[src/rtl/core/wsmac_pkg.sv]
package wsmac_pkg;

  // Default width of byte counts and lengths
  localparam int LengthBitsDefault = 24;
  // Limit after reset, truncated to the configured length width
  localparam int MaxBytesReset = 65536;

  localparam logic OpFeed  = 1'b0;
  localparam logic OpReset = 1'b1;

  localparam logic [2:0] KindText   = 3'd0;
  localparam logic [2:0] KindBinary = 3'd1;
  localparam logic [2:0] KindPing   = 3'd2;
  localparam logic [2:0] KindPong   = 3'd3;
  localparam logic [2:0] KindClose  = 3'd4;

  localparam logic [1:0] FailNone     = 2'd0;
  localparam logic [1:0] FailProtocol = 2'd1;
  localparam logic [1:0] FailTooLarge = 2'd2;

  // Control part of one chunk descriptor
  typedef struct packed {
    logic       opcode;
    logic [2:0] kind;
    logic       frame_done;
    logic       more_frames;
  } chunk_ctl_t;

  function automatic logic is_control_kind(input logic [2:0] kind);
    return (kind == KindPing) || (kind == KindPong) || (kind == KindClose);
  endfunction

endpackage

[src/rtl/core/wsmac_in_reg.sv]
module wsmac_in_reg
  import wsmac_pkg::*;
#(
  parameter int LENGTH_BITS = LengthBitsDefault
) (
  input  logic                   clk,
  input  logic                   rst,
  input  logic                   in_valid,
  output logic                   in_stall,
  input  chunk_ctl_t             in_ctl,
  input  logic [LENGTH_BITS-1:0] in_length,
  output logic                   item_valid,
  input  logic                   item_take,
  output chunk_ctl_t             item_ctl,
  output logic [LENGTH_BITS-1:0] item_length
);

  logic load;

  assign in_stall = item_valid && !item_take;
  assign load     = in_valid && !in_stall;

  always_ff @(posedge clk) begin
    if (rst) begin
      item_valid <= 1'b0;
    end else if (load) begin
      item_valid <= 1'b1;
    end else if (item_take) begin
      item_valid <= 1'b0;
    end
  end

  always_ff @(posedge clk) begin
    if (load) begin
      item_ctl    <= in_ctl;
      item_length <= in_length;
    end
  end

endmodule

[src/rtl/core/wsmac_engine.sv]
module wsmac_engine
  import wsmac_pkg::*;
#(
  parameter int LENGTH_BITS = LengthBitsDefault
) (
  input  logic                   clk,
  input  logic                   rst,
  input  logic [LENGTH_BITS-1:0] max_bytes,
  input  logic                   item_valid,
  output logic                   item_take,
  input  chunk_ctl_t             item_ctl,
  input  logic [LENGTH_BITS-1:0] item_length,
  output logic                   out_valid,
  input  logic                   out_stall,
  output logic                   message_ready,
  output logic [2:0]             message_kind,
  output logic [LENGTH_BITS-1:0] message_length,
  output logic [1:0]             failure_code,
  output logic                   is_terminal
);

  logic [LENGTH_BITS-1:0] data_count, data_count_next;
  logic                   data_kind_valid, data_kind_valid_next;
  logic [2:0]             data_kind, data_kind_next;
  logic [LENGTH_BITS-1:0] ctrl_count, ctrl_count_next;
  logic                   ctrl_kind_valid, ctrl_kind_valid_next;
  logic [2:0]             ctrl_kind, ctrl_kind_next;
  logic                   stream_closed, stream_closed_next;

  logic                   res_ready;
  logic [2:0]             res_kind;
  logic [LENGTH_BITS-1:0] res_length;
  logic [1:0]             res_fail;
  logic                   res_term;

  logic                   control;
  logic                   sel_valid;
  logic [2:0]             sel_kind;
  logic [LENGTH_BITS-1:0] sel_count;
  logic [LENGTH_BITS-1:0] new_count;
  logic                   mismatch;
  logic                   overflow;
  logic                   partial;

  assign item_take = item_valid && (!out_valid || !out_stall);

  assign control   = is_control_kind(item_ctl.kind);
  assign sel_valid = control ? ctrl_kind_valid : data_kind_valid;
  assign sel_kind  = control ? ctrl_kind : data_kind;
  assign sel_count = control ? ctrl_count : data_count;
  assign new_count = sel_count + item_length;
  assign mismatch  = (sel_valid && (sel_kind != item_ctl.kind))
                   || (control && item_ctl.more_frames);
  assign overflow  = (item_length > max_bytes) || (sel_count > (max_bytes - item_length));
  assign partial   = !item_ctl.frame_done || (!control && item_ctl.more_frames);

  always_comb begin
    data_count_next      = data_count;
    data_kind_valid_next = data_kind_valid;
    data_kind_next       = data_kind;
    ctrl_count_next      = ctrl_count;
    ctrl_kind_valid_next = ctrl_kind_valid;
    ctrl_kind_next       = ctrl_kind;
    stream_closed_next   = stream_closed;
    res_ready            = 1'b0;
    res_kind             = KindText;
    res_length           = '0;
    res_fail             = FailNone;
    res_term             = 1'b0;

    if (item_ctl.opcode == OpReset) begin
      data_count_next      = '0;
      data_kind_valid_next = 1'b0;
      data_kind_next       = KindText;
      ctrl_count_next      = '0;
      ctrl_kind_valid_next = 1'b0;
      ctrl_kind_next       = KindText;
      stream_closed_next   = 1'b0;
    end else if (stream_closed || (max_bytes == '0)) begin
      res_fail = FailProtocol;
      res_term = 1'b1;
    end else if (mismatch || overflow) begin
      data_count_next      = '0;
      data_kind_valid_next = 1'b0;
      data_kind_next       = KindText;
      ctrl_count_next      = '0;
      ctrl_kind_valid_next = 1'b0;
      ctrl_kind_next       = KindText;
      stream_closed_next   = 1'b1;
      res_fail             = mismatch ? FailProtocol : FailTooLarge;
      res_term             = 1'b1;
    end else if (partial) begin
      if (control) begin
        ctrl_count_next      = new_count;
        ctrl_kind_valid_next = 1'b1;
        ctrl_kind_next       = item_ctl.kind;
      end else begin
        data_count_next      = new_count;
        data_kind_valid_next = 1'b1;
        data_kind_next       = item_ctl.kind;
      end
    end else begin
      if (control) begin
        ctrl_count_next      = '0;
        ctrl_kind_valid_next = 1'b0;
        ctrl_kind_next       = KindText;
      end else begin
        data_count_next      = '0;
        data_kind_valid_next = 1'b0;
        data_kind_next       = KindText;
      end
      res_ready  = 1'b1;
      res_kind   = item_ctl.kind;
      res_length = new_count;
      if (item_ctl.kind == KindClose) begin
        stream_closed_next = 1'b1;
        res_term           = 1'b1;
      end
    end
  end

  always_ff @(posedge clk) begin
    if (rst) begin
      data_count      <= '0;
      data_kind_valid <= 1'b0;
      data_kind       <= KindText;
      ctrl_count      <= '0;
      ctrl_kind_valid <= 1'b0;
      ctrl_kind       <= KindText;
      stream_closed   <= 1'b0;
      out_valid       <= 1'b0;
    end else begin
      if (item_take) begin
        data_count      <= data_count_next;
        data_kind_valid <= data_kind_valid_next;
        data_kind       <= data_kind_next;
        ctrl_count      <= ctrl_count_next;
        ctrl_kind_valid <= ctrl_kind_valid_next;
        ctrl_kind       <= ctrl_kind_next;
        stream_closed   <= stream_closed_next;
        out_valid       <= 1'b1;
      end else if (!out_stall) begin
        out_valid <= 1'b0;
      end
    end
  end

  always_ff @(posedge clk) begin
    if (item_take) begin
      message_ready  <= res_ready;
      message_kind   <= res_kind;
      message_length <= res_length;
      failure_code   <= res_fail;
      is_terminal    <= res_term;
    end
  end

  // reset beat leaves nothing pending
  a_reset_clears: assert property (@(posedge clk) disable iff (rst)
    item_take && (item_ctl.opcode == OpReset)
    |=> !stream_closed && !data_kind_valid && !ctrl_kind_valid)
    else $error("reset beat left pending state");

  // a latched stream rejects every feed
  a_closed_rejects: assert property (@(posedge clk) disable iff (rst)
    item_take && stream_closed && (item_ctl.opcode == OpFeed)
    |=> out_valid && (failure_code == FailProtocol) && is_terminal && !message_ready)
    else $error("feed on closed stream not rejected");

  // a completed message never carries a failure
  a_ready_no_fail: assert property (@(posedge clk) disable iff (rst)
    out_valid && message_ready |-> (failure_code == FailNone))
    else $error("completed message with failure");

  // every failure is terminal
  a_fail_terminal: assert property (@(posedge clk) disable iff (rst)
    out_valid && (failure_code != FailNone) |-> is_terminal)
    else $error("failure without terminal flag");

endmodule

[src/rtl/core/websocket_message_assembly_checker_core.sv]
// Channel   Direction  Handshake            Beat content
// in        input      in_valid / in_stall  opcode, chunk_kind, chunk_length, flags
// out       output     out_valid / out_stall message_ready/kind/length, failure, terminal
// cfg       input      cfg_valid / cfg_ready max_message_bytes write data
//
// One chunk descriptor per cycle unless out_stall holds the path; each beat
// yields exactly one result beat. An accepted beat sits in the input register
// until taken, then is checked into the result register, which raises out_valid.
// Pending counts and kinds update as the beat leaves the input register, so
// back-to-back beats see each other's state with no bubble.
// out_stall holds the result register and, through it, the input register.
// rst is synchronous: pending state cleared, limit back to 65536 (truncated).
module websocket_message_assembly_checker_core
  import wsmac_pkg::*;
#(
  parameter int LENGTH_BITS = LengthBitsDefault
) (
  input  logic                   clk,
  input  logic                   rst,
  // configuration
  input  logic                   cfg_valid,
  output logic                   cfg_ready,
  input  logic [LENGTH_BITS-1:0] cfg_data,
  // chunk descriptors
  input  logic                   in_valid,
  output logic                   in_stall,
  input  logic                   opcode,
  input  logic [2:0]             chunk_kind,
  input  logic [LENGTH_BITS-1:0] chunk_length,
  input  logic                   frame_done,
  input  logic                   more_frames,
  // results
  output logic                   out_valid,
  input  logic                   out_stall,
  output logic                   message_ready,
  output logic [2:0]             message_kind,
  output logic [LENGTH_BITS-1:0] message_length,
  output logic [1:0]             failure_code,
  output logic                   is_terminal
);

  localparam logic [LENGTH_BITS-1:0] MaxReset = LENGTH_BITS'(MaxBytesReset);

  logic [LENGTH_BITS-1:0] max_bytes;
  chunk_ctl_t             in_ctl;
  chunk_ctl_t             item_ctl;
  logic [LENGTH_BITS-1:0] item_length;
  logic                   item_valid;
  logic                   item_take;

  // Limit register: writes always taken; user must write only while idle, not enforced.
  assign cfg_ready = 1'b1;

  always_ff @(posedge clk) begin
    if (rst) begin
      max_bytes <= MaxReset;
    end else if (cfg_valid && cfg_ready) begin
      max_bytes <= cfg_data;
    end
  end

  assign in_ctl.opcode      = opcode;
  assign in_ctl.kind        = chunk_kind;
  assign in_ctl.frame_done  = frame_done;
  assign in_ctl.more_frames = more_frames;

  // Input register stage
  wsmac_in_reg #(
    .LENGTH_BITS(LENGTH_BITS)
  ) u_in_reg (
    .clk        (clk),
    .rst        (rst),
    .in_valid   (in_valid),
    .in_stall   (in_stall),
    .in_ctl     (in_ctl),
    .in_length  (chunk_length),
    .item_valid (item_valid),
    .item_take  (item_take),
    .item_ctl   (item_ctl),
    .item_length(item_length)
  );

  // Checks, pending state and result register
  wsmac_engine #(
    .LENGTH_BITS(LENGTH_BITS)
  ) u_engine (
    .clk           (clk),
    .rst           (rst),
    .max_bytes     (max_bytes),
    .item_valid    (item_valid),
    .item_take     (item_take),
    .item_ctl      (item_ctl),
    .item_length   (item_length),
    .out_valid     (out_valid),
    .out_stall     (out_stall),
    .message_ready (message_ready),
    .message_kind  (message_kind),
    .message_length(message_length),
    .failure_code  (failure_code),
    .is_terminal   (is_terminal)
  );

endmodule

[config.mk]
export PLATFORM = sky130hd
export DESIGN_NAME = websocket_message_assembly_checker_core
export DESIGN_NICKNAME = d
export VERILOG_FILES = /design/src/rtl/core/wsmac_pkg.sv /design/src/rtl/core/wsmac_in_reg.sv /design/src/rtl/core/wsmac_engine.sv /design/src/rtl/core/websocket_message_assembly_checker_core.sv
export SDC_FILE = /design/constraint.sdc
export NUM_CORES = 1
export LEC_CHECK = 0
export BUFFER_PORTS_ARGS = -buffer_cell sky130_fd_sc_hd__buf_4
export CAP_MARGIN = 10
export CORE_UTILIZATION = 45
export CTS_CLUSTER_DIAMETER = 30
export DETAILED_ROUTE_END_ITERATION = 8
export PLACE_DENSITY = 0.73
export SYNTH_ARGS = -nofsm -noshare
export SYNTH_HDL_FRONTEND = slang
export SYNTH_HIERARCHICAL = 1
export SYNTH_SLANG_ARGS = --single-unit
[constraint.sdc]
create_clock -name clk -period 4.6 [get_ports clk]
set_clock_uncertainty 0.05 [all_clocks]
set_input_delay 0 -clock clk [delete_from_list [all_inputs] [get_ports clk]]
set_output_delay 0 -clock clk [all_outputs]
set_load 0.01 [all_outputs]
Word level (Yosys, flattened, before mapping)
Index checks and enable logic that the tools add are counted.

storage, ports and cells
  bits in registers = 144
  input port bits = 59
  output and inout bits = 34

operators by class
  add/sub/neg operators = 2
  magnitude comparators = 2
  eq/ne operators = 8
  muxes and demuxes = 56
  bitwise operators = 1
  reduce and logical (&&, ||, !) cells = 30

operators with widths
  cell                                                 count
  2-to-1 mux 24 bit                                    13
  greater-than comparator 24 bit                       2
  2-to-1 mux 3 bit                                     13
  2-to-1 mux 1 bit                                     29
  adder 24 bit                                         1
  zero test 24 bit                                     1
  subtractor 24 bit                                    1
  logical OR 1 bit                                     8
  equality test 3 x 2 -> 1 bit, second input constant  2
  logical AND 1 bit                                    6
  zero test 1 bit                                      6
  != test 3 bit, second input constant                 2
  AND reduction 3 bit                                  2
  nonzero test 3 bit                                   2
  OR reduction 3 bit                                   2
  AND reduction 4 bit                                  1
  OR reduction 4 bit                                   1
  equality test 3 bit, second input constant           1
  != test 3 bit                                        1
  2-to-1 mux 2 bit                                     1
  != test 2 x 1 -> 1 bit, second input constant        1
  != test 2 bit, second input constant                 1
  nonzero test 2 bit                                   1
  NOT 1 bit                                            1

Depth between registers and ports, before layout
Gate-level depths: netlist of run 1.

  depth after elaboration = 11
  depth in mapped cells = 22
  mapped depth without buffers = 21

Hierarchy
The synthesis of run 1 kept the hierarchy.

by module, submodules not included
  module                                   times used  cells each  area each (µm²)  seq. area each (µm²)
  wsmac_engine                             1           767         6,620.1          2,092.0
  wsmac_in_reg                             1           34          950.9            920.9
  websocket_message_assembly_checker_core  1           79          883.3            480.5

Worst setup path after synthesis of run 1
Ideal clock, no wire load.

  path kind = register to register
  start point = register u_in_reg.item_valid
  end point = register u_in_reg/item_ctl[0] (netlist name)
  setup time = 0.420 ns
  arrival time = 4.545 ns
  required time = 4.130 ns
  slack = -0.415 ns
  stages on the path, launching flop included = 4
  clock period less this slack = 5.015 ns
  path through = dfxtp_1 a21boi_0 nor2b_4 nor2b_1

between the ends
  longest elaborated chain between the ends = 5

RTL lines
  element                  line                                           RTL
  start, declared          wsmac_in_reg.sv:12                             output logic item_valid,
  start signal, assigned   wsmac_in_reg.sv:25                             item_valid <= 1'b0;
  start signal, assigned   wsmac_in_reg.sv:27                             item_valid <= 1'b1;
  start signal, assigned   wsmac_in_reg.sv:29                             item_valid <= 1'b0;
  logical AND 1 bit        wsmac_engine.sv:45                             assign item_take = item_valid && (!out_valid || !out_stall);
  named net item_take      websocket_message_assembly_checker_core.sv:49  logic item_take;
  zero test 1 bit          wsmac_in_reg.sv:20                             assign in_stall = item_valid && !item_take;
  logical AND 1 bit        wsmac_in_reg.sv:20
  named net in_stall       websocket_message_assembly_checker_core.sv:26  output logic in_stall,
  zero test 1 bit          wsmac_in_reg.sv:21                             assign load = in_valid && !in_stall;
  logical AND 1 bit        wsmac_in_reg.sv:21
  named net u_in_reg.load  wsmac_in_reg.sv:18                             logic load;

The timed path passes the listed nets, and every way through them passes these cells.
A chain may end at the register's enable or synchronous reset.

Worst setup path in the final report of run 1
  start point = register u_in_reg.item_length[1]
  end point = register u_engine.message_length[15], data pin

between the ends
  longest elaborated chain between the ends = 5
  elaborated cells on any way between the ends = 7
  those cells by class = add/sub (2); order compare (2); reduce/logical (3)

RTL lines
  element                              line                 RTL
  start, declared                      wsmac_in_reg.sv:15   output logic [LENGTH_BITS-1:0] item_length
  start signal, assigned               wsmac_in_reg.sv:36   item_length <= in_length;
  subtractor 24 bit                    wsmac_engine.sv:54   assign overflow = (item_length > max_bytes) || (sel_count > (max_bytes - item_length));
  greater-than comparator 24 bit       wsmac_engine.sv:54
  logical OR 1 bit                     wsmac_engine.sv:54
  logical OR 1 bit                     wsmac_engine.sv:82   end else if (mismatch || overflow) begin
  OR reduction 4 bit (no source line)  -
  end signal, assigned                 wsmac_engine.sv:152  message_length <= res_length;
  end, declared                        wsmac_engine.sv:17   output logic [LENGTH_BITS-1:0] message_length,

Several ways; a longest one is shown, not always the timed one.

==> results of run 1 <==
what timing repair did:
item                                    in CTS  in global routing
pin swaps                                    0                 30
cloned                                       0                  9
resized for setup                            7                 74
hold endpoints to repair                    57                  0
hold buffers                                82                  0
buffers inserted                             0                 12
endpoints found under the setup margin      87                 87
worst paths after layout:
kind	start	end	slack, ns	cells after the start
max	u_in_reg/item_length[1]	u_engine/message_length[15]	-0.05	21
min	cfg_valid	max_bytes[16]	0.1	2
max reg2reg	u_in_reg/item_length[1]	u_engine/message_length[15]	-0.05	21
min reg2reg	u_engine/data_count[2]	u_engine/data_count[2]	0.42	1
placed cells by master (no fill, tap or decap), types with 23 or more instances in the layout:
| master | n |
|---|---|
| a21oi_1 | 44 |
| a21o_1 | 23 |
| a22o_1 | 45 |
| dfxtp_1 | 82 |
| mux2i_1 | 27 |
| nor2_1 | 61 |
| xnor2_1 | 27 |
| ha_1 | 67 |
| nand2_1 | 104 |
| o21ai_0 | 29 |
| dlygate4sd3_1 | 82 |
| edfxtp_1 | 61 |
| inv_1 | 40 |
| buf_4 | 146 |
power groups by stage:
stage | registers, mW | logic [mW] | clock network [mW]
6_report | 1.42 | 0.715 | 1.48
5_1_grt | 1.43 | 0.771 | 1.54
4_1_cts | 1.42 | 0.626 | 1.48
3_5_place_dp | 1.45 | 0.560 | 0
3_3_place_gp | 1.45 | 0.550 | 0
2_1_floorplan | 1.45 | 0.357 | 0
kinds of logic after synthesis:
logic type / Yosys count
other: 1
XOR/XNOR: 37
multiplexers: 28
buffers and inverters: 77
AO/OA/AOI/OAI: 236
adder cells (fa/ha/maj): 73
AND/OR/NAND/NOR: 284
flip-flops: 144
worst max-delay path, delay by kind of cell, from the launching register on:
kind	cells	cell delay, ns
DFF	1	0.41
AOI/OAI and AO/OA	9	1.94
and+or+nand+nor	7	1.04
adders and majority gates	2	0.55
buffers and inverters	3	0.39
stage by stage:
step,util,hold slack (ns),std cells,total power [mW]
after floorplan,-,0.0224,880,1.81
after global placement,0.528,0.129,1216,2.00
after detailed placement,0.528,0.129,1216,2.01
after CTS,0.610,0.0295,1330,3.53
after global routing,0.638,0.122,1351,3.74
final,0.638,0.0969,1351,3.62
routing by layer:
| layer | up-vias | global-route usage | routed length (µm) | share of wire |
|---|---|---|---|---|
| li1 | 3690 | - | - | - |
| met1 | 3576 | 0.316 | 10800 | 0.45 |
| met2 | 269 | 0.381 | 11400 | 0.48 |
| met3 | 31 | 0.0442 | 1380 | 0.057 |
| met4 | 0 | 0.0754 | 340 | 0.014 |
| met5 | - | 0 | 0 | 0 |
layout make-up:
| type | instances | area, µm² | share of cell area |
|---|---|---|---|
| inverter | 43 | 166 | 0.0143 |
| multi-input combinational | 659 | 4870 | 0.420 |
| timing repair buffer | 242 | 2150 | 0.185 |
| timing repair inverter | 2 | 15.0 | 0.00129 |
| clock inverter | 13 | 174 | 0.0150 |
| sequential | 144 | 3490 | 0.301 |
| clock buffer | 19 | 453 | 0.0390 |
| tap | 229 | 287 | 0.0247 |
state kept, by name, summed over array words and instances, names as in the netlist:
register,cells
u_engine/data_kind,3
u_engine/ctrl_kind_valid,1
u_engine/message_length,24
u_engine/ctrl_count,24
u_engine/ctrl_kind,3
u_in_reg/item_length,24
u_engine/failure_code,2
u_engine/data_kind_valid,1
u_engine/message_kind,3
u_in_reg/item_valid,1
u_engine/message_ready,1
u_engine/out_valid,1
u_in_reg/item_ctl,6
u_engine/stream_closed,1
u_engine/is_terminal,1
u_engine/data_count,24
max_bytes,24
==> impl_results.md, run 1 <==
* FP Rows at 49
* PwrDens at 311 mW/mm²
* Total grt overflow at 0
* Req. time, crit path at 4.73 ns
* Synth Area in Adders at 0.110
* Achievable Freq at 215 MHz
* Drt wl/cell at 17.7 µm
* Post-Syn Area at 0.00845 mm²
* Crit end category: register
* H-tree depth at 4
* Top cell types by occurrence after synthesis: 104 x nand2_1, 83 x dfxtp_1, 71 x ha_1
* Overall Global Routing Usage at 0.235
* CP max FO at 6
* Startpoint types: register
* Final setup viols at 30
* Vias at 7566
* Initial antenna violation count at 0
* Longest Clk Path Bufs at 2
* Number of synthesized register bits at 144
* Worst slew pin tran at 1.07 ns
* Syn_nets at 1012
* Vias in the first global route at 7064
* Aggregate routed wire length at 23.9 mm
* Remaining antenna violation count after routing at 0
* Most common cell in the netlist: nand2_1
* Setup_tns at -0.600 ns
* Die height at 139 µm
* DRT iter0 DRCs at 447
* Fin nets at 1241
* Pleak at 5.25 nW
* Failing checks: DRC, setup timing
* Largest net degree at the start of global routing at 35
* First-pass DRT Iterations at 7
* Boundary Pins at 93
* Sequential fraction of the synthesis area at 0.413
* Slowest cell on the critical path: edfxtp_1
* PortBufs at 91
* Status: finished with violations
* CP Data Arrival Time at 4.78 ns
* Filler instances at 1410
* Hold WC Path Type: input pin to register
* Die area at 0.0193 mm²
* Post-synth EDFFs at 61
* CTS Buf Count at 17
* Core box area at 0.0182 mm²
* Final worst path period share at 1.01
* ANT cells at 0
* Clock slew at reported path FFs at 0.06 ns
* Pint at 2.63 mW
* Top_reg_cell synth: dfxtp_1
* Logic pwr share at 0.198
* Yosys top cell by area: edfxtp_1
* Area contributors post-synth: edfxtp_1 22%, dfxtp_1 20%, ha_1 11%
* Num Clock Sinks at 144
* Layout cells sized above 1 at 0.231
* XOR/XNOR Fraction of Synth Area at 0.0383
* CTS tree: built
* Final Critical Period at 4.65 ns
* Synthesis Warnings at 6
* Mapped Avg Cell Area at 9.61 µm²
* Largest family of logic cells by synthesized area: compound AO/OA/AOI/OAI gates
* Post-Synthesis Cells at 880
* Post-Place Cell Area at 0.00962 mm²
* Synth Area in Simple Gates at 0.161
* HPWL Detailed at 15.0 mm
* Crit path cell chain: inv_1 -> ha_1 -> nor2b_4 -> o31a_1 -> o21ai_2 -> o31ai_4 -> a22o_1 -> o211a_1 -> o2111ai_2 -> nand3b_1 -> ha_4 -> and3_4 -> nand4_1 -> o21ai_1 -> a21oi_2 -> a22oi_2 -> buf_4 -> nor3_4 -> nand3_4 -> clkinv_4 -> and2_4
* Unrepaired setup endpoints after global routing: true
* Fin area at 0.0116 mm²
* Initial Utilization at 0.464
* First-pass GRT wire length at 35.6 mm
* Final worst slack at -0.0459 ns
* Max transition margin at 0.284
* Synth-to-layout area growth at 37.4%
* DRC viols at 9
* Switching pwr at 0.990 mW
* Placer Congestion at 0.852
* Post-synthesis compound-gate area fraction at 0.198
* Switching Share at 0.274
* Max incr delay on CP at 0.41 ns
* Final Hold Fails at 0
* Clock latency on the worst-skew pair at 0.43 ns
* Via density at 5.60
* Clock power share at 0.408
* Seq pwr share at 0.394
* Fin. max-slew vios at 0
* Die X at 139 µm
* Post-synthesis cell type count at 76
* Async set-reset flop share out of synthesis at 0
* Max cap viols at 0
* VDD IR max at 282 µV
* Yosys top cell area share at 0.217
* Clock root buffer: clkbuf_16
* DP Worst Slack at -0.400 ns
* Post-synthesis mux area share at 0.0333
* Worst setup path category: register to register
No activity file was read; power rests on OpenSTA's default activity.
==> run 2: changes to the inputs <==
PLACE_DENSITY = 0.71   (was 0.73)
clock period = 4.5 ns   (was 4.6 ns; I/O delays follow)
==> run 2 against run 1 <==
  * The flow still finishes with violations (DRC, setup timing)
  * Count of clock-buffer cells in the layout up 1
  * Clock power down 5%
  * Sequential share of layout area up 0.13 points
  * First-iteration DRC count up 5.6%
  * Die area unchanged
  * Utilization down 0.29 points
  * Cell count up 0.30%
  * Critical endpoint unchanged
==> impl_results.md, run 2 (synthesized netlist as in run 1, its figures left out) <==
* Status: finished with violations (unchanged)
* Failing checks: DRC, setup timing (unchanged)
* Remaining antenna violation count after routing at 0 (unchanged)
* Pleak at 5.24 nW (was 5.25 nW)
* Worst slew pin tran at 1.09 ns (was 1.07 ns)
* Most frequent standard cell in the layout excluding fill and tap cells: buf_4 (unchanged)
* Launch point of the worst reg-to-reg path: u_in_reg/item_length[0] (was u_in_reg/item_length[1])
* Crit path cell chain: ha_2 -> fa_2 -> nor2b_2 -> o31a_1 -> o31ai_4 -> a21boi_1 -> o21a_1 -> or2_2 -> xnor2_1 -> ha_1 -> nand3_1 -> or2_4 -> a211oi_4 -> o31ai_2 -> a22oi_2 -> buf_4 -> nor3_4 -> nand3_2 -> buf_6 -> clkinvlp_4 -> and2_4 (was inv_1 -> ha_1 -> nor2b_4 -> o31a_1 -> o21ai_2 -> o31ai_4 -> a22o_1 -> o211a_1 -> o2111ai_2 -> nand3b_1 -> ha_4 -> and3_4 -> nand4_1 -> o21ai_1 -> a21oi_2 -> a22oi_2 -> buf_4 -> nor3_4 -> nand3_4 -> clkinv_4 -> and2_4)
* FP Rows at 49 (unchanged)
* Worst R2R Path Depth at 21 (unchanged)
* Final worst slack at -0.0848 ns (was -0.0459 ns)
* Hold WC Path Type: input pin to register (unchanged)
* Achievable Freq at 218 MHz (was 215 MHz)
* Startpoint types: register (unchanged)
* Via density at 5.57 (was 5.60)
* Hold Path Origin: rst (was cfg_valid)
* Crit end category: register (unchanged)
* R2R setup slack at -0.08 ns (was -0.05 ns)
* Metal3 WL at 1.33 mm (was 1.38 mm)
* Drt wl/cell at 16.9 µm (was 17.7 µm)
* Boundary Pins at 93 (unchanged)
* DRC viols at 6 (was 9)
* Wl on met1 at 10.4 mm (was 10.8 mm)
* Longest Clk Path Bufs at 2 (unchanged)
* Clock latency on the worst-skew pair at 0.43 ns (about the same)
* VDD IR max at 291 µV (was 282 µV)
* Vias in the first global route at 7079 (was 7064)
* Fin nets at 1245 (was 1241)
* Setup_tns at -1.17 ns (was -0.600 ns)
* Fin. max-slew vios at 0 (unchanged)
* Max incr delay on CP at 0.38 ns (was 0.41 ns)
* CTS tree: built (unchanged)
* Final Hold Fails at 0 (unchanged)
* Die X at 139 µm (unchanged)
* DRT iter0 DRCs at 472 (was 447)
* Hold worst-path end: u_in_reg/item_valid (was max_bytes[16])
* First-pass DRT Iterations at 9 (was 7)
* Layout cells sized above 1 at 0.234 (was 0.231)
* Crit path buf inv count at 3 (unchanged)
* Overall Global Routing Usage at 0.238 (was 0.235)
* ANT cells at 0 (unchanged)
* Final Critical Period at 4.58 ns (was 4.65 ns)
* Placer Congestion at 0.840 (was 0.852)
* Unrepaired setup endpoints after global routing: true (unchanged)
* Aggregate routed wire length at 23.0 mm (was 23.9 mm)
* Max cap viols at 0 (unchanged)
* Total grt overflow at 0 (unchanged)
* Commonest non-fill, non-tap cells in the layout: 151 x buf_4, 104 x nand2_1, 83 x dfxtp_1 (was 146 x buf_4, 104 x nand2_1, 82 x dlygate4sd3_1, 82 x dfxtp_1, 67 x ha_1)
* Clock slew at reported path FFs at 0.07 ns (was 0.06 ns)
* Max layer used: met4 (unchanged)
* Largest net degree at the start of global routing at 35 (unchanged)
* Slowest cell on the critical path: edfxtp_1 (unchanged)
* Initial antenna violation count at 0 (unchanged)
* First-pass GRT wire length at 36.1 mm (was 35.6 mm)
* Die height at 139 µm (unchanged)
* Clock root buffer: clkbuf_16 (unchanged)
* Die area at 0.0193 mm² (unchanged)
* Synth-to-layout area growth at 36.8% (was 37.4%)
* Initial Utilization at 0.464 (unchanged)
* Final setup viols at 38 (was 30)
* HPWL Detailed at 15.2 mm (was 15.0 mm)
* Hold path depth at 2 (unchanged)
* Final worst path period share at 1.02 (was 1.01)
* Req. time, crit path at 4.64 ns (was 4.73 ns)
* Vias at 7554 (was 7566)
* DP Worst Slack at -0.206 ns (was -0.400 ns)
* Crit-path leading delay family: compound AO/OA/AOI/OAI gates (unchanged)
* H-tree depth at 4 (unchanged)
* Worst setup path category: register to register (unchanged)
* PwrDens at 310 mW/mm² (was 311 mW/mm²)
* Core box area at 0.0182 mm² (unchanged)
* PortBufs at 91 (unchanged)
* CP Data Arrival Time at 4.72 ns (was 4.78 ns)
* Num Clock Sinks at 144 (unchanged)
* CTS Buf Count at 17 (unchanged)
* CP max FO at 6 (unchanged)
* Max transition margin at 0.271 (was 0.284)
* Met2 WL at 10.9 mm (was 11.4 mm)
* Capturing point of the worst reg2reg path: u_engine/message_length[15] (unchanged)
==> run 2: changes by cell type in the layout (fill, tap and decap cells not counted), moves of 4 or more <==
cell       before  now
and2_1         21   15
and2_4          2    8
buf_4         146  151
buf_6           5   10
o2bb2ai_1       8    4
==> run 2: what timing repair did <==
action | in CTS | in global routing
gates cloned | 2 | 3
endpoints found under the hold margin | 65 | 0
buffers inserted | 8 | 7
gates resized for setup | 22 | 64
setup endpoints to repair | 83 | 86
pin swaps | 16 | 48
hold buffers | 81 | 0
==> run 2: metal layers <==
layer	up-vias	track usage
met3	26	0.0376
met4	0	0.0778
met5	-	0
met1	3561	0.326
li1	3693	-
met2	274	0.384
==> run 2: worst max-delay path by stage <==
stage	cells after the start	from	to	slack, ns
5_1_grt	23	u_in_reg/item_length[2]	u_engine/ctrl_count[0]	-0.27
3_3_place_gp	20	u_in_reg/item_length[2]	u_engine/message_length[1]	-0.15
3_5_place_dp	20	u_in_reg/item_length[0]	u_engine/message_length[0]	-0.21
6_report	21	u_in_reg/item_length[0]	u_engine/message_length[15]	-0.08
2_1_floorplan	20	u_in_reg/item_length[2]	u_engine/message_kind[1]	0.009
4_1_cts	22	u_in_reg/item_length[2]	u_engine/data_count[16]	-0.03
==> run 2: through the flow <==
stage	utilization	instances	hold slack [ns]	power [mW]	cell area, µm²
4_1_cts	0.615	1346	0.0377	3.52	11200
5_1_grt	0.635	1355	0.0778	3.71	11600
2_1_floorplan	-	880	0.0224	1.85	8450
3_3_place_gp	0.530	1223	0.129	2.05	9660
6_report	0.635	1355	0.0669	3.58	11600
3_5_place_dp	0.530	1223	0.129	2.06	9660
==> run 2: area by class of cell <==
cell class / count / area, µm²
Sequential cell: 144 / 3490
Clock inverter: 12 / 133
Fill cell: 1432 / 6640
Tap cell: 229 / 287
Multi-Input combinational cell: 659 / 4880
Timing Repair inverter: 2 / 15.0
Timing Repair Buffer: 246 / 2140
Clock buffer: 20 / 447
Inverter: 43 / 169
==> run 2: power breakdown <==
part	internal, mW	switching, mW
logic	0.345	0.367
clock network	0.834	0.578
registers	1.42	0.0358
